### src/hdl/rfi_pkg.sv
// ----------------------------------------------------------------------------
// rfi_pkg
// Shared types, constants and helpers for the redundancy fault isolator.
// ----------------------------------------------------------------------------
package rfi_pkg;

   localparam int NumNodes = 4;
   localparam int NumPairs = 6;

   // configuration register indexes
   localparam logic CsrLocalIsMain = 1'b0;
   localparam logic CsrTimeout     = 1'b1;

   localparam logic        ResetLocalIsMain = 1'b1;
   localparam logic [15:0] ResetTimeout     = 16'd1000;

   localparam logic [16:0] TickMax = 17'h1FFFF;

   // result kinds
   localparam logic KindStatus  = 1'b0;
   localparam logic KindTimeout = 1'b1;

   // election states
   localparam logic [7:0] StInit       = 8'd0;
   localparam logic [7:0] StElectable  = 8'd1;
   localparam logic [7:0] StInElection = 8'd3;
   localparam logic [7:0] StCompleted  = 8'd4;
   localparam logic [7:0] StUnclosed   = 8'd5;
   localparam logic [7:0] StNoPath     = 8'd6;
   localparam logic [7:0] StSelfStop   = 8'd7;

   // switcher signal codes {failed, self_stopped, usable}
   localparam logic [2:0] SigUsable  = 3'b001;
   localparam logic [2:0] SigStopped = 3'b010;
   localparam logic [2:0] SigFailed  = 3'b100;
   localparam logic [2:0] SigNone    = 3'b000;

   // link pairs: mE-sE, mE-mV, mE-sV, sE-mV, sE-sV, mV-sV
   localparam logic [1:0] PairA [NumPairs] = '{2'd0, 2'd0, 2'd0, 2'd1, 2'd1, 2'd2};
   localparam logic [1:0] PairB [NumPairs] = '{2'd1, 2'd2, 2'd3, 2'd2, 2'd3, 2'd3};

   typedef struct packed {
      logic [3:0] node_bad;
      logic [5:0] pair_bad;
   } fault_type;

   typedef struct packed {
      logic [7:0]  elect_state;
      logic [7:0]  unit_mask;
      logic [15:0] link_matrix;
      logic        system_ready;
   } status_type;

   function automatic logic link_conn(input logic [15:0] m, input logic [1:0] s,
                                      input logic [1:0] d);
      return m[{s, d}];
   endfunction

   function automatic logic [2:0] decode_signals(input logic [7:0] ns);
      logic [2:0] sig;
      case (ns)
         StElectable, StCompleted: sig = SigUsable;
         StSelfStop:               sig = SigStopped;
         StUnclosed, StNoPath:     sig = SigFailed;
         default:                  sig = SigNone;
      endcase
      return sig;
   endfunction

endpackage

### src/hdl/rfi_fault_judge.sv
// ----------------------------------------------------------------------------
// rfi_fault_judge
// Node and link-pair fault derivation from one reported link matrix.
// ----------------------------------------------------------------------------
module rfi_fault_judge
   import rfi_pkg::*;
(
   input  logic        local_is_main,
   input  status_type  status,
   output fault_type   faults
);

   logic [1:0] loc;
   logic [3:0] reach;
   logic [3:0] nf;
   logic [5:0] lf;
   logic       isolated;
   logic       quiet;

   assign loc = local_is_main ? 2'd0 : 2'd1;

   // reports from peers the local node cannot reach are not trusted
   always_comb begin
      for (int p = 0; p < NumNodes; p++) begin
         reach[p] = (2'(p) == loc) ? 1'b1 : link_conn(status.link_matrix, loc, 2'(p));
      end
   end

   assign isolated = !link_conn(status.link_matrix, loc, loc + 2'd1) &&
                     !link_conn(status.link_matrix, loc, loc + 2'd2) &&
                     !link_conn(status.link_matrix, loc, loc + 2'd3);

   assign quiet = (status.elect_state == StInit) || (status.elect_state == StInElection) ||
                  !status.system_ready;

   always_comb begin
      for (int d = 0; d < NumNodes; d++) begin
         nf[d] = 1'b1;
         for (int s = 0; s < NumNodes; s++) begin
            if (s != d && reach[s] && link_conn(status.link_matrix, 2'(s), 2'(d)))
               nf[d] = 1'b0;
         end
      end
   end

   always_comb begin
      for (int k = 0; k < NumPairs; k++) begin
         lf[k] = !nf[PairA[k]] && !nf[PairB[k]] &&
                 ((reach[PairA[k]] && !link_conn(status.link_matrix, PairA[k], PairB[k])) ||
                  (reach[PairB[k]] && !link_conn(status.link_matrix, PairB[k], PairA[k])));
      end
   end

   always_comb begin
      if (quiet) begin
         faults = '0;
      end else if (isolated) begin
         faults.node_bad = 4'b0001 << loc;
         faults.pair_bad = '0;
      end else begin
         faults.node_bad = nf;
         faults.pair_bad = lf;
      end
   end

endmodule

### src/hdl/rfi_tick_timer.sv
// ----------------------------------------------------------------------------
// rfi_tick_timer
// Counts millisecond ticks since the last status report and flags timeout.
// ----------------------------------------------------------------------------
module rfi_tick_timer
   import rfi_pkg::*;
(
   input  logic        clock,
   input  logic        reset,
   input  logic        step,
   input  logic        is_tick,
   input  logic [15:0] timeout,
   output logic        timeout_hit
);

   logic        have_status_ff, have_status_in;
   logic [16:0] ticks_ff, ticks_in;
   logic [16:0] ticks_inc;

   assign ticks_inc   = (ticks_ff < TickMax) ? ticks_ff + 17'd1 : ticks_ff;
   assign timeout_hit = is_tick && have_status_ff && (ticks_inc > {1'b0, timeout});

   always_comb begin
      have_status_in = have_status_ff;
      ticks_in       = ticks_ff;
      if (step) begin
         if (!is_tick) begin
            have_status_in = 1'b1;
            ticks_in       = '0;
         end else if (have_status_ff) begin
            ticks_in = ticks_inc;
         end
      end
   end

   always_ff @(posedge clock) begin
      if (reset) begin
         have_status_ff <= 1'b0;
         ticks_ff       <= '0;
      end else begin
         have_status_ff <= have_status_in;
         ticks_ff       <= ticks_in;
      end
   end

endmodule

### src/hdl/redundancy_fault_isolator.sv
// ----------------------------------------------------------------------------
// redundancy_fault_isolator
// Status-report fault isolation for a four-node redundant control system.
// ----------------------------------------------------------------------------
// Channels: req_* carries status reports (req_tuser 0) and millisecond ticks
// (req_tuser 1). rsp_* carries one result per status report and one timeout
// result per tick once the time since the last report exceeds the timeout.
// csr_* writes local_is_main (index 0) and status_timeout_ticks (index 1).
// Path: an accepted transfer is registered in the input register, evaluated
// by the fault logic and registered in the result register that drives rsp_*.
// Throughput: one transfer per cycle while rsp_* is not stalled; the input
// register, the fault logic and the result register form a two-deep pipeline.
// Stall: while rsp_tvalid is high and rsp_tready low, the result holds and
// one more transfer can wait in the input register; then req_tready drops.
// Ticks that give no result leave the output register empty, but still wait
// while it holds a stalled result.
// Reset: synchronous, active high; clears both stages, the tick counter and
// the report-seen flag, and loads local_is_main 1 and a timeout of 1000.
// ----------------------------------------------------------------------------
module redundancy_fault_isolator
   import rfi_pkg::*;
(
   input  logic        clock,
   input  logic        reset,
   input  logic        req_tvalid,
   output logic        req_tready,
   // [7:0] election state, [15:8] active mask, [31:16] link_matrix,
   // [32] system_ready, [39:33] zero
   input  logic [39:0] req_tdata,
   // [0] req_type
   input  logic        req_tuser,
   output logic        rsp_tvalid,
   input  logic        rsp_tready,
   // [0] signal_usable, [1] signal_self_stopped, [2] signal_failed,
   // [6:3] active_units, [10:7] node fault bits, [16:11] pair fault bits,
   // [23:17] zero
   output logic [23:0] rsp_tdata,
   // [0] result_kind
   output logic        rsp_tuser,
   input  logic        csr_we,
   input  logic        csr_addr,
   input  logic [15:0] csr_wdata
);

   logic        local_is_main_ff;
   logic [15:0] timeout_ff;

   logic        s1_valid_ff, s1_valid_in;
   logic        s1_tick_ff;
   status_type  s1_status_ff;

   logic        rsp_valid_ff, rsp_valid_in;
   logic        rsp_kind_ff;
   logic [23:0] rsp_data_ff;

   logic        out_free;
   logic        s1_fire;
   logic        timeout_hit;
   logic        has_result;
   logic [2:0]  sig;
   fault_type   faults;
   logic [23:0] rsp_data_in;

   always_ff @(posedge clock) begin
      if (reset) begin
         local_is_main_ff <= ResetLocalIsMain;
         timeout_ff       <= ResetTimeout;
      end else if (csr_we) begin
         case (csr_addr)
            CsrLocalIsMain: local_is_main_ff <= csr_wdata[0];
            CsrTimeout:     timeout_ff       <= csr_wdata;
            default:        ;
         endcase
      end
   end

   assign out_free   = !rsp_valid_ff || rsp_tready;
   assign s1_fire    = s1_valid_ff && out_free;
   assign req_tready = !s1_valid_ff || out_free;

   assign s1_valid_in = (req_tvalid && req_tready) || (s1_valid_ff && !s1_fire);

   always_ff @(posedge clock) begin
      if (reset)
         s1_valid_ff <= 1'b0;
      else
         s1_valid_ff <= s1_valid_in;
   end

   always_ff @(posedge clock) begin
      if (req_tvalid && req_tready) begin
         s1_tick_ff                <= req_tuser;
         s1_status_ff.elect_state  <= req_tdata[7:0];
         s1_status_ff.unit_mask    <= req_tdata[15:8];
         s1_status_ff.link_matrix  <= req_tdata[31:16];
         s1_status_ff.system_ready <= req_tdata[32];
      end
   end

   rfi_tick_timer u_timer (
      .clock       (clock),
      .reset       (reset),
      .step        (s1_fire),
      .is_tick     (s1_tick_ff),
      .timeout     (timeout_ff),
      .timeout_hit (timeout_hit)
   );

   rfi_fault_judge u_judge (
      .local_is_main (local_is_main_ff),
      .status        (s1_status_ff),
      .faults        (faults)
   );

   assign sig        = decode_signals(s1_status_ff.elect_state);
   assign has_result = !s1_tick_ff || timeout_hit;

   always_comb begin
      if (s1_tick_ff)
         rsp_data_in = {7'd0, 6'd0, 4'd0, 4'd0, SigFailed};
      else
         rsp_data_in = {7'd0, faults.pair_bad, faults.node_bad,
                        s1_status_ff.unit_mask[3:0], sig};
   end

   always_comb begin
      rsp_valid_in = rsp_valid_ff;
      if (s1_fire)
         rsp_valid_in = has_result;
      else if (rsp_tready)
         rsp_valid_in = 1'b0;
   end

   always_ff @(posedge clock) begin
      if (reset)
         rsp_valid_ff <= 1'b0;
      else
         rsp_valid_ff <= rsp_valid_in;
   end

   always_ff @(posedge clock) begin
      if (s1_fire && has_result) begin
         rsp_kind_ff <= s1_tick_ff ? KindTimeout : KindStatus;
         rsp_data_ff <= rsp_data_in;
      end
   end

   assign rsp_tvalid = rsp_valid_ff;
   assign rsp_tdata  = rsp_data_ff;
   assign rsp_tuser  = rsp_kind_ff;

endmodule

### config.mk
export PLATFORM = sky130hd
export DESIGN_NAME = redundancy_fault_isolator
export DESIGN_NICKNAME = d
export VERILOG_FILES = /design/src/hdl/rfi_pkg.sv /design/src/hdl/rfi_fault_judge.sv /design/src/hdl/rfi_tick_timer.sv /design/src/hdl/redundancy_fault_isolator.sv
export SDC_FILE = /design/constraint.sdc
export NUM_CORES = 1
export LEC_CHECK = 0
export BUFFER_PORTS_ARGS = -buffer_cell sky130_fd_sc_hd__clkbuf_2
export CORE_ASPECT_RATIO = 1.75
export CORE_MARGIN = 2
export CORE_UTILIZATION = 58
export DETAILED_ROUTE_END_ITERATION = 7
export PLACE_DENSITY = 0.93
export SYNTH_ARGS = -nofsm -noshare
export SYNTH_HDL_FRONTEND = slang
export SYNTH_SLANG_ARGS = --single-unit
### constraint.sdc
create_clock -name clock -period 6.4 [get_ports clock]
set_input_delay 0.32 -clock clock [delete_from_list [all_inputs] [get_ports clock]]
set_output_delay 0.32 -clock clock [all_outputs]
set_load 0.1 [all_outputs]
==> impl_metrics.yaml <==
logic_synthesis:
  mappedNetlistArea_mm2: 0.00405
  ys_warn_count: 0
  ys_seq_area_frac: 0.509
  avgSynthCellArea_um2: 10.2
  synthDistinctLibCells: 62
  synth-main-ff-cell: "edfxtp_1"
  ys_seq_elements: 81
  synth_edf_count: 44
  synth.top_cell.area_share: 0.326
  synthCells: 398
  yosys.area.top_type: "edfxtp_1"
  synth_area_leaders: "edfxtp_1 33%, dfxtp_1 18%, ha_1 5.2%, nand2_1 4.3%, a21oi_1 4.0%"
  async_flop_share: 0
cells_and_area:
  layout.nets: 542
  antennaDiodeCount: 0
  area_growth_pct: 16.0
  drive_gt1_frac: 0.208
  final_cell_mix: "67 x clkbuf_2, 46 x nand2_1, 44 x edfxtp_1"
  final_util: 0.691
  final_area_mm2: 0.00470
  layout_commonest_cell: "clkbuf_2"
clock_tree:
  clock_latency_ns: 0.34
  cts_hold_buffers: 0
  post_cts_buffers: 0
  tritoncts: "built"
  cts_root_buffer: "clkbuf_16"
  numCtsBuffers: 9
  cts_buffer_depth: 2
  cts.clk_slew.worst_paths_ns: 0.06
  h-tree-depth: 3
  cts_resized: 0
  cts_sinks: 81
route:
  num_vias: 3443
  postRouteAntennaNets: 0
  drtIter0Drc: 444
  routedWlPerCell_um: 18.3
  vias_per_cell: 6.25
  drc_errors: 0
  drt_wl_total_um: 10100
  first_pass_iters: 5
sta:
  fin_worst_skew_ns: 0.00554
  slew_headroom: 0.196
  setup_viol: 0
  fin_ws_ns: 2.06
  fin_tns_setup_ns: 0
  period_minus_slack_ns: 4.34
  finalCritPeriodShare: 0.678
  finalHoldViolCount: 0
  maxSlewViolCount: 0
  worst_slew_pin_slew_ns: 1.21
  rsz0062_at_grt: "false"
  fmax_mhz: 231
worst_hold_path:
  hp-class: "input port to flop"
  hp-start: "req_tdata[29]"
global_routing:
  grt_pass1_vias: 3534
  grt_overflow: 0
  grt_start_max_net_pins: 27
  grt_usage: 0.283
  antenna_found_initial: 0
  grt_pass1_wl_um: 16200
placement:
  place_area_mm2: 0.00441
  pre_cts_ws_ns: 2.16
  gp_congestion: 0.936
  hpwl_um: 7220
  port_buffers: 67
floorplan:
  start_util: 0.596
  die_h_um: 115
  die_area_mm2: 0.00770
  fp.dieW_um: 67.2
  rows: 40
  core_mm2: 0.00681
  ios: 90
setup_path:
  crit_end: "rsp_tdata[11]"
  r2r_cells: 10
  cp-end-kind: "flop"
  cp-startpoint: "u_timer.ticks_ff[6]"
  crit_fanout: 18
  r2r-end: "rsp_tdata[11]"
  critPathRequiredTime_ns: 6.35
  arrival_ns: 4.29
  start_kind: "flop"
  rrSetupSlack_ns: 2.06
  r2r-start: "u_timer.ticks_ff[6]"
  path_class: "flop to flop"
pwr:
  ir_worst_vdd_mv: 0.144
  p_leak_uw: 0.00192
  p_per_area_mw_per_mm2: 256
outcome:
  status: "complete, no violations"
job:
  cap_violations: 0
==> worst max-delay path, cell delays in order, from the launching register on <==
cell	delay (ns)
dfxtp_1	0.45
and4_1	0.30
nand3_1	0.21
nor4b_2	0.45
xor2_1	0.22
ha_1	0.41
nand3_1	0.14
or2_2	0.31
a32oi_1	0.17
o21ai_0	0.26
a31oi_2	1.02
==> cell type report <==
| cell class | instances | area [µm²] |
|---|---|---|
| Clock buffer | 15 | 288 |
| Clock inverter | 1 | 6.26 |
| Fill cell | 472 | 2100 |
| Inverter | 27 | 101 |
| Multi-Input combinational cell | 276 | 1810 |
| Sequential cell | 81 | 2060 |
| Tap cell | 84 | 105 |
| Timing Repair Buffer | 67 | 335 |
==> flip-flops by register name (all words and copies together), names as in the netlist <==
name	flops
local_is_main_ff	1
s1_valid_ff	1
rsp_tuser	1
rsp_tvalid	1
rsp_tdata	17
s1_status_ff	25
s1_tick_ff	1
u_timer.have_status_ff	1
timeout_ff	16
u_timer.ticks_ff	17
==> cells by family after synthesis <==
kind of cell               share of synthesized area
and+or+nand+nor                                0.181
AOI/OAI and AO/OA                              0.156
DFF                                            0.509
buffers and inverters                         0.0528
adders and majority gates                     0.0525
xor gates and xnor gates                      0.0324
muxes                                         0.0157
other                                       0.000925
==> synth_stat cells (4+ instances only) <==
| library cell | number |
|---|---|
| nand2_1 | 46 |
| nor2_1 | 15 |
| o22ai_1 | 4 |
| nand2b_1 | 5 |
| and4_1 | 4 |
| a31oi_1 | 6 |
| nand3_1 | 9 |
| and3_1 | 8 |
| or3_1 | 7 |
| dfxtp_1 | 37 |
| nand4_1 | 9 |
| o211ai_1 | 7 |
| clkbuf_1 | 6 |
| buf_2 | 6 |
| o21ai_0 | 15 |
| buf_4 | 8 |
| nor3_1 | 4 |
| o21ai_1 | 5 |
| edfxtp_1 | 44 |
| a21oi_1 | 32 |
| ha_1 | 17 |
| xnor2_1 | 10 |
| nor2b_1 | 7 |
| inv_1 | 26 |
| xor2_1 | 5 |
==> power breakdown <==
part	internal (µW)	total (µW)	switching (µW)
combinational	33.3	120	86.5
sequential	569	583	14.2
clock	306	501	195
total	908	1200	296
==> how the worst min path moves through the flow <==
| stage | to | slack, ns | cells after the start |
|---|---|---|---|
| final | s1_status_ff[14] | 0.16 | 1 |
| after floorplan | s1_status_ff[0] | 0.42 | 0 |
| after global routing | s1_status_ff[20] | 0.15 | 1 |
| after global placement | timeout_ff[11] | 0.44 | 2 |
| after CTS | s1_status_ff[14] | 0.15 | 1 |
| after detailed placement | timeout_ff[4] | 0.45 | 2 |
==> layer usage <==
layer / GRT usage / up-vias / wire length, µm
met5: 0 / - / 0
li1: - / 1583 / -
met4: 0.223 / 0 / 743
met1: 0.287 / 1592 / 3400
met3: 0.0698 / 65 / 722
met2: 0.477 / 203 / 5220
==> per-stage QoR <==
stage	power [µW]	hold slack, ns	std cells
global route	1240	0.152	551
floorplan	679	0.419	404
finish	1200	0.155	551
global placement	703	0.445	535
CTS	1200	0.153	551
detailed placement	710	0.448	535
(Power assumes the default switching activity.)
